--- config.mk ---
export PLATFORM = sky130hd
export DESIGN_NAME = pat_ctrl
export DESIGN_NICKNAME = d
export VERILOG_FILES = /design/src/rtl/paged_allocator_and_translator_defines.svh /design/src/rtl/pat_pkg.sv /design/src/rtl/pat_ctrl.sv
export SDC_FILE = /design/constraint.sdc
export NUM_CORES = 1
export LEC_CHECK = 0
export ABC_CLOCK_PERIOD_IN_PS = 2200
export BUFFER_PORTS_ARGS = -buffer_cell sky130_fd_sc_hd__buf_4
export CORE_AREA = 2 2 39 41
export DETAILED_ROUTE_END_ITERATION = 10
export DIE_AREA = 0 0 41 43
export GPL_TIMING_DRIVEN = 1
export PLACE_DENSITY = 0.73
export RECOVER_POWER = 100
export SLEW_MARGIN = 0
export SYNTH_ARGS = -nofsm -noshare
export SYNTH_HDL_FRONTEND = slang
export SYNTH_SLANG_ARGS = --single-unit
--- constraint.sdc ---
create_clock -name clk_i -period 2.2 [get_ports clk_i]
set_input_delay 0.33 -clock clk_i [delete_from_list [all_inputs] [get_ports clk_i]]
set_output_delay 0.33 -clock clk_i [all_outputs]
set_load 0.05 [all_outputs]
--- src/rtl/paged_allocator_and_translator_defines.svh ---
// Assertion macros used by the top-level RTL file.
// Define NO_ASSERTIONS to compile them away.
`ifndef PAGED_ALLOCATOR_AND_TRANSLATOR_DEFINES_SVH
`define PAGED_ALLOCATOR_AND_TRANSLATOR_DEFINES_SVH

`ifndef NO_ASSERTIONS
// The consequent must hold in the same cycle as the antecedent.
`define PAT_ASSERT_IMPL(label, clk, rst_n, ante, cons) \
  label: assert property (@(posedge clk) disable iff (!rst_n) (ante) |-> (cons)) \
    else $error("implication check failed");
// The consequent must hold in the cycle after the antecedent.
`define PAT_ASSERT_NEXT(label, clk, rst_n, ante, cons) \
  label: assert property (@(posedge clk) disable iff (!rst_n) (ante) |=> (cons)) \
    else $error("next-cycle check failed");
`else
`define PAT_ASSERT_IMPL(label, clk, rst_n, ante, cons)
`define PAT_ASSERT_NEXT(label, clk, rst_n, ante, cons)
`endif

`endif

--- src/rtl/pat_pkg.sv ---
package pat_pkg;

  localparam int unsigned OFFSET_BITS_DEF          = 10;
  localparam int unsigned VIRTUAL_ADDRESS_BITS_DEF = 20;
  localparam int unsigned FRAME_COUNT_DEF          = 1024;
  localparam int unsigned PROCESS_COUNT_DEF        = 8;

  localparam int unsigned CMD_W  = 2;
  localparam int unsigned PID_W  = 4;
  localparam int unsigned SIZE_W = 21;
  localparam int unsigned VA_W   = 20;
  localparam int unsigned DATA_W = 8;
  localparam int unsigned STS_W  = 2;

  localparam logic [VA_W-1:0] FIRST_BREAK_RST = VA_W'(1024);

  localparam logic [CMD_W-1:0] CMD_ALLOC = 2'd0;
  localparam logic [CMD_W-1:0] CMD_READ  = 2'd1;
  localparam logic [CMD_W-1:0] CMD_WRITE = 2'd2;

  localparam logic [STS_W-1:0] STS_OK       = 2'd0;
  localparam logic [STS_W-1:0] STS_UNMAPPED = 2'd1;
  localparam logic [STS_W-1:0] STS_NO_RUN   = 2'd2;
  localparam logic [STS_W-1:0] STS_NO_SPACE = 2'd3;

  typedef struct packed {
    logic [CMD_W-1:0]  command;
    logic [PID_W-1:0]  process_id;
    logic [SIZE_W-1:0] alloc_size;
    logic [VA_W-1:0]   virtual_address;
    logic [DATA_W-1:0] write_data;
  } in_t;

  typedef struct packed {
    logic [STS_W-1:0]  status;
    logic [VA_W-1:0]   alloc_address;
    logic [DATA_W-1:0] read_data;
  } out_t;

  typedef enum logic [2:0] {
    ST_CLEAR,
    ST_IDLE,
    ST_DISPATCH,
    ST_SCAN,
    ST_CHECK,
    ST_MAP,
    ST_TRANS,
    ST_READ
  } state_e;

  // Controller to datapath commands.
  typedef struct packed {
    logic             clr_step;
    logic             load;
    logic             scan_init;
    logic             scan_step;
    logic             map_step;
    logic             commit;
    logic             ram_wr;
    logic             fin;
    logic [STS_W-1:0] fin_status;
  } ctrl_cmd_t;

  // Datapath to controller status.
  typedef struct packed {
    logic             clr_last;
    logic [CMD_W-1:0] command;
    logic             pid_bad;
    logic             va_oob;
    logic             pages_big;
    logic             pages_zero;
    logic             found;
    logic             exhausted;
    logic             over;
    logic             map_last;
    logic             map_hit;
  } dp_sts_t;

endpackage

--- src/rtl/pat_ctrl.sv ---
module pat_ctrl (
  input  logic               clk_i,
  input  logic               rst_ni,
  input  logic               start,
  output logic               busy,
  input  pat_pkg::dp_sts_t   sts_i,
  output pat_pkg::ctrl_cmd_t cmd_o
);

  pat_pkg::state_e state_q, state_d;

  always_ff @(posedge clk_i or negedge rst_ni) begin
    if (!rst_ni) begin
      state_q <= pat_pkg::ST_CLEAR;
    end else begin
      state_q <= state_d;
    end
  end

  assign busy = (state_q != pat_pkg::ST_IDLE);

  // Next state.
  always_comb begin
    state_d = state_q;
    case (state_q)
      pat_pkg::ST_CLEAR: begin
        if (sts_i.clr_last) state_d = pat_pkg::ST_IDLE;
      end
      pat_pkg::ST_IDLE: begin
        if (start) state_d = pat_pkg::ST_DISPATCH;
      end
      pat_pkg::ST_DISPATCH: begin
        state_d = pat_pkg::ST_IDLE;
        if (sts_i.command == pat_pkg::CMD_ALLOC) begin
          if (!sts_i.pid_bad && !sts_i.pages_big) begin
            state_d = sts_i.pages_zero ? pat_pkg::ST_CHECK : pat_pkg::ST_SCAN;
          end
        end else if (sts_i.command == pat_pkg::CMD_READ ||
                     sts_i.command == pat_pkg::CMD_WRITE) begin
          if (!sts_i.pid_bad && !sts_i.va_oob) state_d = pat_pkg::ST_TRANS;
        end
      end
      pat_pkg::ST_SCAN: begin
        if (sts_i.found) state_d = pat_pkg::ST_CHECK;
        else if (sts_i.exhausted) state_d = pat_pkg::ST_IDLE;
      end
      pat_pkg::ST_CHECK: begin
        if (sts_i.over || sts_i.pages_zero) state_d = pat_pkg::ST_IDLE;
        else state_d = pat_pkg::ST_MAP;
      end
      pat_pkg::ST_MAP: begin
        if (sts_i.map_last) state_d = pat_pkg::ST_IDLE;
      end
      pat_pkg::ST_TRANS: begin
        if (sts_i.map_hit && sts_i.command == pat_pkg::CMD_READ) state_d = pat_pkg::ST_READ;
        else state_d = pat_pkg::ST_IDLE;
      end
      pat_pkg::ST_READ: state_d = pat_pkg::ST_IDLE;
      default: state_d = pat_pkg::ST_CLEAR;
    endcase
  end

  // Outputs.
  always_comb begin
    cmd_o = '0;
    case (state_q)
      pat_pkg::ST_CLEAR: cmd_o.clr_step = 1'b1;
      pat_pkg::ST_IDLE: cmd_o.load = start;
      pat_pkg::ST_DISPATCH: begin
        if (sts_i.command == pat_pkg::CMD_ALLOC) begin
          if (sts_i.pid_bad) begin
            cmd_o.fin        = 1'b1;
            cmd_o.fin_status = pat_pkg::STS_NO_SPACE;
          end else if (sts_i.pages_big) begin
            cmd_o.fin        = 1'b1;
            cmd_o.fin_status = pat_pkg::STS_NO_RUN;
          end else if (!sts_i.pages_zero) begin
            cmd_o.scan_init = 1'b1;
          end
        end else if (sts_i.command == pat_pkg::CMD_READ ||
                     sts_i.command == pat_pkg::CMD_WRITE) begin
          if (sts_i.pid_bad || sts_i.va_oob) begin
            cmd_o.fin        = 1'b1;
            cmd_o.fin_status = pat_pkg::STS_UNMAPPED;
          end
        end else begin
          cmd_o.fin        = 1'b1;
          cmd_o.fin_status = pat_pkg::STS_OK;
        end
      end
      pat_pkg::ST_SCAN: begin
        cmd_o.scan_step = 1'b1;
        if (!sts_i.found && sts_i.exhausted) begin
          cmd_o.fin        = 1'b1;
          cmd_o.fin_status = pat_pkg::STS_NO_RUN;
        end
      end
      pat_pkg::ST_CHECK: begin
        if (sts_i.over) begin
          cmd_o.fin        = 1'b1;
          cmd_o.fin_status = pat_pkg::STS_NO_SPACE;
        end else if (sts_i.pages_zero) begin
          cmd_o.commit     = 1'b1;
          cmd_o.fin        = 1'b1;
          cmd_o.fin_status = pat_pkg::STS_OK;
        end
      end
      pat_pkg::ST_MAP: begin
        cmd_o.map_step = 1'b1;
        if (sts_i.map_last) begin
          cmd_o.commit     = 1'b1;
          cmd_o.fin        = 1'b1;
          cmd_o.fin_status = pat_pkg::STS_OK;
        end
      end
      pat_pkg::ST_TRANS: begin
        if (!sts_i.map_hit) begin
          cmd_o.fin        = 1'b1;
          cmd_o.fin_status = pat_pkg::STS_UNMAPPED;
        end else if (sts_i.command == pat_pkg::CMD_WRITE) begin
          cmd_o.ram_wr     = 1'b1;
          cmd_o.fin        = 1'b1;
          cmd_o.fin_status = pat_pkg::STS_OK;
        end
      end
      pat_pkg::ST_READ: begin
        cmd_o.fin        = 1'b1;
        cmd_o.fin_status = pat_pkg::STS_OK;
      end
      default: cmd_o = '0;
    endcase
  end

endmodule

==> impl_results.md <==
- Setup slack after layout: 0.147 ns
- Number of synthesized flops with an enable pin: 0
- Die width: about 41 um
- CTS sink count: 3
- Detailed-placement wirelength estimate: around 1000 um
- Setup TNS: 0 ns
- Die height: 43 um
- M2 GR Usage: 25.0%
- GRT Total Usage: 17.4%
- Actual slew at the worst max-slew pin: 0.591 ns
- Layout net count: between 100 and 150
- RSZ-0062 raised after global routing: no
- Max Clk Rate: roughly 0.49 GHz
- Yosys reg bits: 3
- Core ar.: ~1400 um^2
- CP Data Required Time: approximately 1.9 ns
- Max Root-Sink Buffers: 2
- Critical R2R Launch: state_q[0]
- GR met3 Demand/Resource: roughly 3.1%
- Root buffer cell: clkbuf_4
- Port Buffer Count: 25
- Synth Instances: a little under 70
- # DRC: 0
- H-tree depth: 1
- P_leak: 0.330 nW
- Full die area: around 1800 um^2
- Final WL: about 1300 um
- Antenna violations before repair: 0
- Most Crowded Layer GR: met1
- Critical path startpoint: state_q[0]
- Most frequent cells in the layout: buf_4 (15), inv_1 (8), a21oi_1 (6), nor2_1 (6), clkbuf_2 (6)
- Max-cap violations: 0
- Share of layout cells above drive strength 1: 32.3%
- Fin Clk Skew: between 0.005 and 0.006 ns
- CTS tree: built
- CTS Buf Count: 3
- Fin. Hold Viols: 0
- Setup violators final: 0
- Routed via count: approximately 600
- Commonest non-fill, non-tap cell in the layout: buf_4
- HP Class: primary input to flip-flop
- Detail Route Antenna Nets: 0
- Vias in the first global route: about 500
- Final Max Slew Viols: 0
- Worst path buffer plus inverter count: 1
- Global-route wire length before repair: between 2000 and 2500 um
- Antenna cells: 0
- Period utilisation layout: between 90 and 100%
- Finished Layout Cells: 112
- Largest fanout on the critical path: 15
- CP peak stage delay: 0.53 ns
- Crit-path cells: or3_4, o2111ai_1, buf_2
- Kind of critical path: flip-flop to output port
- Crit path arrival time: 1.72 ns
- Post-CTS sizing: 0
- Syn_area_per_cell: about 7 um^2
- Ys Warns: 0
- Ys async rst share: 100%
- Initial core utilization: between 30% and 40%
- Sequential share of the synthesized area: between 15 and 20%
- Peak VDD IR: ~0.47 mV
- Outcome: completed
- Drt via density: ~5.3
- Yosys cell types: 34
- Clk slew on worst S/H paths: roughly 0.03 ns
- Inst Count DP: about 110
- Rows: 14
- Biggest regs: state_q: 3 flops
- Ports: 26
- Place WS: between 0.15 and 0.2 ns
- Max reg flops: 3
- Critical Path Start Type: flip-flop
- Post-Syn Area: about 470 um^2
- Routed len/inst: approximately 12 um
- Grt ovf: 0
- Initial DRC count: 15
- Hold Crit Start: sts_i[3]
- Max_slew headroom: 60.8%
- Cell Pwr Density: 1100 nW/um^2
- Slowest-stage cell, CP: dfrtp_1
- Largest net degree at the start of global routing: 16
- Final Wtd Congestion: around 0.85
- Ys flop type: dfrtp_1
- Most flops, register: state_q
- Detailed Routing Iterations Pass 1: 4
- CP Capture Type: output port
- Clock insertion delay at the later pin of the skew report: between 0.2 and 0.25 ns
- Layout area overhead: 47.1%
- Post-synthesis net count: 86
- Post-layout minimum cycle time: 2.05 ns
- Family with the most delay on the worst path: flip-flops
- Met1 Usage GRT: 27.2%
## where the power goes
part	switching (mW)	internal [mW]
Sequential	0.0592	0.0764
Clock	0.0285	0.0679
Combinational	0.376	0.159
Total	0.464	0.304
## layout make-up
type	instances	area, um^2
multi-input cells	53	368
well taps	16	20.0
flip-flops and latches	3	75.1
inverters	9	33.8
fillers	145	688
clock buffers	4	26.3
repair buffers	27	173
## layer usage
metal / vias to the layer above / routed length [um]
li1: 309 / -
met5: - / 0
met2: 22 / 616
met4: 0 / 0
met3: 0 / 91
met1: 268 / 617
## Yosys cell counts, drive strengths merged (2+ instances only)
library cell  count  area share, %
inv               9            7.1
o21ai             3            3.2
clkbuf            2            1.6
or3               2            3.7
nand3b            2            3.2
a21oi             6            6.3
nand2             2            1.6
nand3             3            3.2
o31ai             2            3.2
nor3              3            3.2
ha                3            7.9
o21a              2            3.2
nor2b             3            4.0
dfrtp             3             16
nor2              6            4.8
## timing repair
action / CTS / global route
setup buffers: 0 / 0
endpoints found under the hold margin: 3 / 0
hold buffers: 1 / 0
## worst paths after layout
check	to	slack (ns)	depth (start not counted)
setup / recovery	cmd_o[2]	0.15	3
hold / removal	state_q[1]	0.31	2
setup reg to reg	state_q[1]	0.61	3
hold reg to reg	state_q[0]	0.62	2
max in group asynchronous	state_q[0]	1.61	2
min in group asynchronous	state_q[2]	0.43	2
## per-stage QoR
stage	utilization (%)	cell area [um^2]	hold slack [ns]	power, mW
floorplan	-	489	0.0344	0.548
global placement	50.0	692	0.119	0.711
detailed placement	50.0	692	0.119	0.711
CTS	52.6	728	0.312	0.810
global route	50.3	696	0.311	0.832
finish	50.3	696	0.314	0.767
## kinds of logic (layout without fill, tap and decap cells)
family,Yosys count,in the layout,share of synthesized area (%)
AND/OR/NAND/NOR,29,29,35.7
adder cells (fa/ha/maj),3,3,7.94
flip-flops,3,3,15.9
AO/OA/AOI/OAI,21,21,30.7
buffers and inverters,12,40,9.79
Note: power is estimated with default switching activity, not from simulation.
